===== config.mk =====
export PLATFORM = sky130hd
export DESIGN_NAME = lfe_serial_mul
export DESIGN_NICKNAME = d
export VERILOG_FILES = /design/src/lfe_pkg.sv /design/src/lfe_serial_mul.sv
export SDC_FILE = /design/constraint.sdc
export NUM_CORES = 1
export LEC_CHECK = 0
export CAP_MARGIN = 10
export CELL_PAD_IN_SITES_DETAIL_PLACEMENT = 0
export CELL_PAD_IN_SITES_GLOBAL_PLACEMENT = 2
export CORE_MARGIN = 3
export CORE_UTILIZATION = 37
export CTS_BUF_LIST = sky130_fd_sc_hd__clkbuf_8
export DETAILED_ROUTE_END_ITERATION = 10
export DONT_BUFFER_PORTS = 1
export PLACE_DENSITY = 0.88
export SLEW_MARGIN = 40
export SYNTH_ARGS = -nofsm -noshare
export SYNTH_HDL_FRONTEND = slang
export SYNTH_SLANG_ARGS = --single-unit
export TNS_END_PERCENT = 1

===== constraint.sdc =====
create_clock -name i_clk -period 3.1 [get_ports i_clk]
set_input_delay 0.155 -clock i_clk [delete_from_list [all_inputs] [get_ports i_clk]]
set_output_delay 0.155 -clock i_clk [all_outputs]
set_load 0.1 [all_outputs]

===== src/lfe_pkg.sv =====
// ----------------------------------------------------------------------------
// lfe_pkg
// Shared types and constants for the lowpass echo voice and its serial
// multiplier.
// ----------------------------------------------------------------------------
package lfe_pkg;

    localparam int MAX_DELAY_DEF       = 32768;
    localparam int SINE_TABLE_BITS_DEF = 8;

    localparam int MUL_MC_W  = 25;
    localparam int MUL_MP_W  = 17;
    localparam int MUL_P_W   = MUL_MC_W + MUL_MP_W;
    localparam int MUL_CNT_W = $clog2(MUL_MP_W + 1);

    localparam logic [2:0] CFG_DELAY_LENGTH  = 3'd0;
    localparam logic [2:0] CFG_FEEDBACK_GAIN = 3'd1;
    localparam logic [2:0] CFG_ECHO_MIX      = 3'd2;
    localparam logic [2:0] CFG_OUTPUT_GAIN   = 3'd3;
    localparam logic [2:0] CFG_CUTOFF_BASE   = 3'd4;
    localparam logic [2:0] CFG_CUTOFF_DEPTH  = 3'd5;
    localparam logic [2:0] CFG_LFO_STEP      = 3'd6;

    localparam logic [15:0] RST_DELAY_LENGTH  = 16'd19845;
    localparam logic [15:0] RST_FEEDBACK_GAIN = 16'd29491;
    localparam logic [15:0] RST_ECHO_MIX      = 16'd26214;
    localparam logic [15:0] RST_OUTPUT_GAIN   = 16'd32768;
    localparam logic [15:0] RST_CUTOFF_BASE   = 16'd3932;
    localparam logic [15:0] RST_CUTOFF_DEPTH  = 16'd2621;
    localparam logic [31:0] RST_LFO_STEP      = 32'd4870;

    localparam logic [16:0] POLY_A = 17'd102944;
    localparam logic [16:0] POLY_B = 17'd42048;
    localparam logic [12:0] POLY_C = 13'd4640;

    typedef enum logic [3:0] {
        ST_IDLE,
        ST_READ,
        ST_SQ,
        ST_POLY_C,
        ST_POLY_B,
        ST_POLY_A,
        ST_DEPTH,
        ST_CUT,
        ST_FB,
        ST_MIX,
        ST_GAIN,
        ST_OUT
    } t_state;

    typedef struct packed {
        logic busy;
        logic done;
    } t_mul_stat;

endpackage


===== src/lfe_serial_mul.sv =====
// ----------------------------------------------------------------------------
// lfe_serial_mul
// Shift-and-add multiplier: a signed multiplicand times an unsigned
// multiplier, one multiplier bit per cycle.
// ----------------------------------------------------------------------------
module lfe_serial_mul
    import lfe_pkg::*;
(
    input  logic                       i_clk,
    input  logic                       i_rst_n,
    input  logic                       i_start,
    input  logic [MUL_MC_W-1:0]        i_mcand,
    input  logic [MUL_MP_W-1:0]        i_mplier,
    output logic [MUL_P_W-1:0]         o_product,
    output t_mul_stat                  o_stat
);

    logic [MUL_CNT_W-1:0] r_cnt;
    logic                 r_done;
    logic [MUL_P_W-1:0]   r_mc;
    logic [MUL_MP_W-1:0]  r_mp;
    logic [MUL_P_W-1:0]   r_acc;

    always_ff @(posedge i_clk) begin
        if (!i_rst_n) begin
            r_cnt  <= '0;
            r_done <= 1'b0;
        end else begin
            r_done <= 1'b0;
            if (i_start) begin
                r_cnt <= MUL_CNT_W'(MUL_MP_W);
            end else if (r_cnt != '0) begin
                r_cnt <= r_cnt - 1'b1;
                if (r_cnt == MUL_CNT_W'(1)) begin
                    r_done <= 1'b1;
                end
            end
        end
    end

    always_ff @(posedge i_clk) begin
        if (i_start) begin
            r_mc  <= {{MUL_MP_W{i_mcand[MUL_MC_W-1]}}, i_mcand};
            r_mp  <= i_mplier;
            r_acc <= '0;
        end else if (r_cnt != '0) begin
            if (r_mp[0]) begin
                r_acc <= r_acc + r_mc;
            end
            r_mc <= {r_mc[MUL_P_W-2:0], 1'b0};
            r_mp <= {1'b0, r_mp[MUL_MP_W-1:1]};
        end
    end

    assign o_product   = r_acc;
    assign o_stat.busy = (r_cnt != '0);
    assign o_stat.done = r_done;

endmodule


# After elaboration in Yosys (flattened, before gate mapping)
# Index checks and enable logic that the tools add are counted.
# word_totals
in_bits,45
ff_bits,107
mem_bits_ro,0
elab_cells,23
output_inout_bits,44
latchBits,0
memories,0
mem_bits_rw,0
# classes
n_addsub,2
n_reduce_logical,5
n_shift,0
n_lt_le_gt_ge,0
n_eq_ne,1
div,0
mux,7
bitwise,2
n_mul,0
# ops
cell,n
two-way mux 42 bit,2
adder 42 bit,1
two-way mux 17 bit,2
two-way mux 5 bit,2
"== test 5 x 1 -> 1 bit, second input constant",1
nonzero test 5 bit,1
"subtractor 5 x 1 -> 5 bit, second input constant",1
OR reduction 3 bit,1
inverter 1 bit,2
AND reduction 2 bit,1
nonzero test 2 bit,1
OR reduction 2 bit,1
two-way mux 1 bit,1

# Longest topological paths before layout
# Gate-level depths: netlist (run 1).
# depth
ltp_word,3
mapped_depth,12
mapped_depth_nobuf,12

# Least setup slack after synthesis (run 1)
# OpenSTA, ideal clock, no wires.
# synth_timing
path_kind,register to register
start,register r_acc[11] (netlist: o_product[11])
end,register r_acc[41] (netlist: o_product[41])
slack_ns,-0.382
n_path_buf,1
arrival_time_ns,3.415
path_stages_with_launch,12
setup_time_ns,0.067
required_ns,3.033
synth_period_minus_slack_ns,3.482
path_cell_list,dfxtp_1 -> ha_1 -> buf_2 -> nand2_1 -> or4_1 -> or3_1 -> o22a_2 -> nand2_4 -> a31oi_1 -> or4_4 -> a21o_1 -> a21oi_2
# synth_via
elab_chain_len,1
# synth_lines
item,line,rtl
from (decl),lfe_serial_mul.sv:22,logic [MUL_P_W-1:0] r_acc;
from (signal assigned),lfe_serial_mul.sv:48,r_acc <= r_acc + r_mc;
adder 42 bit,lfe_serial_mul.sv:48,
# No other way between the ends.
# A chain may end at the register's enable or synchronous reset.

# Worst setup path in the final report (run 1)
# layout_timing
start,register r_mc[20]
end,register r_acc[41] (netlist: o_product[41])
# layout_via
elab_chain_len,1
# layout_lines
item,line,rtl
from (decl),lfe_serial_mul.sv:20,logic [MUL_P_W-1:0] r_mc;
from (signal assigned),lfe_serial_mul.sv:43,"r_mc <= {{MUL_MP_W{i_mcand[MUL_MC_W-1]}}, i_mcand};"
from (signal assigned),lfe_serial_mul.sv:50,"r_mc <= {r_mc[MUL_P_W-2:0], 1'b0};"
adder 42 bit,lfe_serial_mul.sv:48,
# No other way between the ends.

==> results.json, run 1 <==
{
  "clkLatencyLatePin_ps": 390,
  "diodes": 0,
  "ys_warn_count": 0,
  "hold_class": "primary input to flip-flop",
  "hp-start": "i_start",
  "final_common_cell": "nand2_1",
  "drtPass1Iterations": 5,
  "synth_area_per_cell_um2": 9.484,
  "area_growth_pct": 20.73,
  "crit_top_cell": "or4_4",
  "grt_usage_pct": 18.12,
  "synth-async-reset-ratio_pct": 0,
  "cts_max_level": 3,
  "clockBufferDepth": 2,
  "synth_top_family_by_area": "compound AO/OA/AOI/OAI gates",
  "period_minus_slack_ps": 3054,
  "synth-compound-area-share_pct": 18.67,
  "postCtsSetupBuffers": 0,
  "r2r_end": "o_product[41]$_SDFFE_PP0P_",
  "cts-buffers-inserted": 9,
  "status": "finished clean",
  "worst_hold_path.endpoint": "r_mc[20]$_DFFE_PP_",
  "synth.distinct_cells": 62,
  "path_cells": "ha_4, nand4_1, or4_4, or3_1, o22a_2, nand2_4, a31oi_1, or4_4, a21o_1, a21oi_2",
  "clkSinkCount": 107,
  "power_density_nw_per_um2": 885.1,
  "fin_crit_sh_pct": 98.52,
  "vdd_drop_max_uv": 296.5,
  "fin_area_um2": 7775,
  "synth_nets": 769,
  "final_cell_mix": "nand2_1 (82), buf_4 (65), a21oi_1 (61)",
  "grt_max_degree": 93,
  "synthMuxAreaShare_pct": 6.645,
  "start_util_pct": 38.29,
  "vias": 5279,
  "drv_cap": 0,
  "skew_ps": 10.31,
  "place_congestion": 0.8555,
  "drt-total-wl_um": 17200,
  "crit_type": "flip-flop to flip-flop",
  "grt_pass1_wl_um": 27100,
  "fin_util_pct": 46.23,
  "routedWlPerCell_um": 17.39,
  "setup_viol": 0,
  "yosys.area.top_type": "edfxtp_1",
  "boundaryPins": 89,
  "grt_overflow": 0,
  "row_count": 47,
  "tightest_slew_ps": 700.5,
  "crit_fanout": 5,
  "seq_area_frac_synth_pct": 42.43,
  "cp_num_buf_inv": 0,
  "ff_latch_area_um2": 2751,
  "synth_xor_area_share_pct": 4.216,
  "drv_slew": 0,
  "grt_pass1_vias": 5226,
  "final_layout_size_suffix_gt1_share_pct": 19.77,
  "worstSetupStartpointType": "flip-flop",
  "avgViaCountPerCell": 5.338,
  "syn_area_um2": 6440,
  "multi_input_area_um2": 3508,
  "cpLargestDelayFamily": "simple AND/OR/NAND/NOR gates",
  "die_h_um": 137.9,
  "rrSetupSlack_ps": 50,
  "worst-endpoint-arrival_ps": 3380,
  "holdPathStages": 1,
  "layout.cells.non_filler": 989,
  "worstSetupEndpointType": "flip-flop",
  "netlist.area_leader.share_pct": 27.51,
  "clockRootBuffer": "clkbuf_8",
  "syn_inst": 679,
  "nNetsFinal": 854,
  "fmax_mhz": 327.4,
  "ys.flop_type": "edfxtp_1",
  "crit_required_ps": 3430,
  "ys_top_cells_by_area": "edfxtp_1 (28%), dfxtp_1 (15%), ha_1 (8.5%)",
  "relSlewSlack_pct": 53.14,
  "dp_cells": 929,
  "port_buffers": 0,
  "synth_edf_count": 59,
  "num-fill-cells": 1648,
  "hold_viol": 0,
  "rr_worst_depth": 10,
  "tns_ps": 0,
  "fp.coreArea_um2": 16820,
  "synth_fa_ha_area_share_pct": 8.860,
  "antenna_found_initial": 0,
  "path_clk_slew_ps": 100,
  "fp.dieW_um": 137.9,
  "drcViolationCount": 0,
  "cts_tree": "done",
  "drtIter0Drc": 314,
  "die_area_um2": 19020,
  "final_antenna_net_count": 0,
  "r2r_start": "r_mc[20]$_DFFE_PP_",
  "slowest_stage": "or4_4",
  "ys_seq_elements": 107,
  "leakagePower_nw": 3.236,
  "dpl_cell_area_um2": 7092,
  "hpwl_um": 11850,
  "yosys.area_share.simple_pct": 15.21,
  "grt_setup_unrepaired": "true",
  "cpPeakStageDelay_ps": 510,
  "total_power_w": 0.006881
}
-- routing by layer --
metal	vias up	share of wire (%)	track usage (%)	wire length, um
met5	-	0	0	0
met4	0	0.60	5.324	104
met3	5	4.6	3.483	789
met2	94	47	29.91	8069
met1	2541	48	24.21	8233
li1	2639	-	-	-
-- how the worst max path moves through the flow --
stage / start / end / slack [ps] / cells after the start
after global routing: r_mc[13]$_DFFE_PP_ / o_product[41]$_SDFFE_PP0P_ / -70 / 10
after CTS: r_mc[20]$_DFFE_PP_ / o_product[41]$_SDFFE_PP0P_ / 20 / 10
after global placement: r_mc[13]$_DFFE_PP_ / o_product[41]$_SDFFE_PP0P_ / 120 / 10
after detailed placement: r_mc[13]$_DFFE_PP_ / o_product[41]$_SDFFE_PP0P_ / 30 / 10
after floorplan: o_product[1]$_SDFFE_PP0P_ / o_product[21]$_SDFFE_PP0P_ / -70 / 10
final: r_mc[20]$_DFFE_PP_ / o_product[41]$_SDFFE_PP0P_ / 50 / 10
-- metrics by stage --
stage          hold slack, ps  worst slack (ps)
3_5_place_dp            228.0             31.39
3_3_place_gp            226.3             120.9
2_1_floorplan           272.5            -74.87
6_report                20.45             45.90
5_1_grt                 12.16            -73.38
4_1_cts                 1.462             21.89
-- kinds of logic after synthesis --
logic type,after synthesis
AOI/OAI and AO/OA,191
xor gates and xnor gates,31
adders and majority gates,45
buffers and inverters,64
DFF,107
muxes,38
and+or+nand+nor,203
-- cell type report --
| type | instances | area share (%) |
|---|---|---|
| Sequential cell | 107 | 35.39 |
| Clock inverter | 7 | 0.5793 |
| Tap cell | 220 | 3.540 |
| Timing Repair Buffer | 110 | 12.42 |
| Multi-Input combinational cell | 508 | 45.12 |
| Clock buffer | 9 | 1.593 |
| Inverter | 28 | 1.352 |
-- power breakdown --
group / internal, W / switching (W) / total (W) / leakage [nW]
clock network: 0.000290 / 0.000519 / 0.000809 / 0.0845
registers: 0.00186 / 0.000189 / 0.00205 / 1.02
logic: 0.00131 / 0.00271 / 0.00402 / 2.13
-- timing repair --
| action | CTS | global route |
|---|---|---|
| resized for setup | 1 | 6 |
| gates cloned | 0 | 0 |
| hold buffers | 44 | 0 |
| endpoints found under the hold margin | 96 | 0 |
| endpoints found under the setup margin | 1 | 3 |
| pin swaps | 0 | 1 |
-- state kept, by name, indices dropped and copies added, names as in the netlist --
| name | count |
|---|---|
| o_product | 42 |
| r_cnt | 5 |
| r_done | 1 |
| r_mc | 42 |
| r_mp | 17 |
-- synthesized netlist by cell type, types with 3 or more instances --
cell and count:
and3_1 3, a21o_1 20, nor2b_1 7, ha_1 44, a211oi_1 11, o21a_1 8, mux2_2 38, inv_1 28
and2_1 7, o211ai_1 3, buf_4 3, o21ai_0 29, nor3_1 13, a211o_1 3, or4_1 3, o21ai_1 15
xor2_1 8, dfxtp_1 48, edfxtp_1 59, a21boi_1 3, nand3_1 12, nand4_1 8, nand3b_1 7, buf_1 3
o31ai_1 4, a21oi_1 62, nand2b_1 3, a31o_2 3, a31oi_1 8, buf_2 3, clkbuf_1 27, or3_1 5
nor3b_1 5, nand2_1 82, xnor2_1 23, nor2_1 38
-- worst register-to-register path: cells and delay by family, from the launching register on --
family                   cells  cell delay, ps
flip-flops                   1             460
AND/OR/NAND/NOR              5            1580
AO/OA/AOI/OAI                4             650
adder cells (fa/ha/maj)      1             300
Power figures use the tool's default switching activity.
==> inputs of run 2 (changes only) <==
ABC_AREA = 0   (was not set)
BUFFER_PORTS_ARGS = -buffer_cell sky130_fd_sc_hd__buf_2   (was not set)
CORE_UTILIZATION = 34   (was 37)
DONT_BUFFER_PORTS = not set   (was 1)
PLACE_DENSITY = 0.89   (was 0.88)
TNS_END_PERCENT = 30   (was 1)
==> results.json, run 2 (synthesis results as in run 1) <==
{
  "status": "finished clean",
  "die_h_um": 143.6,
  "final_cell_mix": "buf_2 (87), nand2_1 (82), a21oi_1 (62)",
  "hpwl_um": 11300,
  "die_area_um2": 20630,
  "port_buffers": 88,
  "drv_slew": 0,
  "avgViaCountPerCell": 5.165,
  "num-fill-cells": 1840,
  "multi_input_area_um2": 3507,
  "diodes": 0,
  "dp_cells": 983,
  "hold_viol": 0,
  "vdd_drop_max_uv": 301.6,
  "r2r_start": "r_mc[22]$_DFFE_PP_",
  "clkSinkCount": 107,
  "final_common_cell": "buf_2",
  "grt_pass1_wl_um": 26060,
  "path_clk_slew_ps": 100,
  "rrSetupSlack_ps": 80,
  "start_util_pct": 35.25,
  "rr_worst_depth": 10,
  "final_layout_size_suffix_gt1_share_pct": 25.19,
  "period_minus_slack_ps": 3019,
  "clockBufferDepth": 2,
  "cts_max_level": 3,
  "drt-total-wl_um": 15880,
  "tightest_slew_ps": 610.5,
  "nNetsFinal": 855,
  "hold_class": "primary input to flip-flop",
  "crit_fanout": 5,
  "drtPass1Iterations": 4,
  "setup_viol": 0,
  "drv_cap": 0,
  "fp.dieW_um": 143.6,
  "worst_hold_path.endpoint": "r_cnt[0]$_SDFFE_PN0P_",
  "holdPathStages": 2,
  "antenna_found_initial": 0,
  "worstSetupStartpointType": "flip-flop",
  "grt_pass1_vias": 5017,
  "fin_hold_ws_ps": 36.94,
  "worst-endpoint-arrival_ps": 3330,
  "crit_required_ps": 3410,
  "fin_crit_sh_pct": 97.37,
  "fmax_mhz": 331.3,
  "crit_type": "flip-flop to flip-flop",
  "relSlewSlack_pct": 59.20,
  "cts-buffers-inserted": 9,
  "drtIter0Drc": 186,
  "clkLatencyLatePin_ps": 380,
  "cts_tree": "done",
  "worstSetupEndpointType": "flip-flop",
  "place_congestion": 0.8219,
  "vias": 5160,
  "row_count": 49,
  "fp.coreArea_um2": 18270,
  "r2r_end": "o_product[41]$_SDFFE_PP0P_",
  "grt_usage_pct": 15.70,
  "ff_latch_area_um2": 2750,
  "grt_setup_unrepaired": "true",
  "leakagePower_nw": 3.257,
  "postCtsHoldBufs": 0,
  "clockRootBuffer": "clkbuf_8",
  "layout.cells.non_filler": 999,
  "hp-start": "i_rst_n",
  "final_antenna_net_count": 0,
  "area_growth_pct": 16.38,
  "drcViolationCount": 0,
  "grt_max_degree": 75,
  "grt_overflow": 0,
  "boundaryPins": 89,
  "power_density_nw_per_um2": 904.3,
  "routedWlPerCell_um": 15.89,
  "skew_ps": 10.99,
  "total_power_w": 0.006777
}
[run 2: cell types whose count changed in the layout (fill, tap and decap cells not counted), sizes merged]
cell	previous run	this run
buf	67	111
bufinv	0	1
clkbuf	9	10
clkinv	3	2
clkinvlp	2	0
dlygate4sd3	43	0
inv	30	31
[run 2: worst max-delay path: stages (launching register included)]
cell and delay (ps):
edfxtp_1 450, ha_4 300, nand4_1 140, or4_4 510
or3_1 310, o22a_2 230, nand2_4 90, a31oi_1 100
or4_4 510, a21o_1 180, a21oi_2 120
[run 2: layout make-up]
cell class,count,area share (%)
repair buffers,111,8.765
inverters,28,1.402
well taps,229,3.823
flip-flops and latches,107,36.69
clock buffers,10,1.836
clock inverters,6,0.6845
multi-input cells,508,46.79
[run 2: worst max-delay path by stage]
stage                              startpoint                    endpoint  cells after the start
finish                     r_mc[22]$_DFFE_PP_  o_product[41]$_SDFFE_PP0P_                     10
global route               r_mc[20]$_DFFE_PP_  o_product[41]$_SDFFE_PP0P_                     10
CTS                        r_mc[13]$_DFFE_PP_  o_product[41]$_SDFFE_PP0P_                     10
detailed placement         r_mc[13]$_DFFE_PP_  o_product[41]$_SDFFE_PP0P_                     10
global placement           r_mc[13]$_DFFE_PP_  o_product[41]$_SDFFE_PP0P_                     10
floorplan           o_product[1]$_SDFFE_PP0P_  o_product[21]$_SDFFE_PP0P_                     10
[run 2: what timing repair did]
action	in CTS	in global routing
buffers inserted	0	0
gates resized for setup	0	7
setup endpoints to repair	0	5
[run 2: stage by stage]
| stage | setup TNS (ps) | cell area (um2) | utilization [%] | worst slack [ps] |
|---|---|---|---|---|
| 2_1_floorplan | -304.6 | 6457 | - | -74.87 |
| 6_report | 0 | 7495 | 41.02 | 81.44 |
| 5_1_grt | -34.51 | 7495 | 41.02 | -34.51 |
| 3_3_place_gp | 0 | 7247 | 39.67 | 90.43 |
| 3_5_place_dp | 0 | 7247 | 39.67 | 42.74 |
| 4_1_cts | 0 | 7436 | 40.70 | 5.876 |
[run 2: per-layer routing]
metal / up-vias / wire length (um) / GRT usage, %
li1: 2643 / - / -
met1: 2419 / 8057 / 22.40
met2: 89 / 7028 / 24.59
met3: 9 / 638 / 3.161
met4: 0 / 150 / 3.717
met5: - / 0 / 0
[run 2: power breakdown]
part / internal [W] / leakage, nW / switching, W
Combinational: 0.00120 / 2.13 / 0.00261
Clock: 0.000386 / 0.110 / 0.000485
Sequential: 0.00186 / 1.02 / 0.000224
Total: 0.00345 / 3.26 / 0.00332
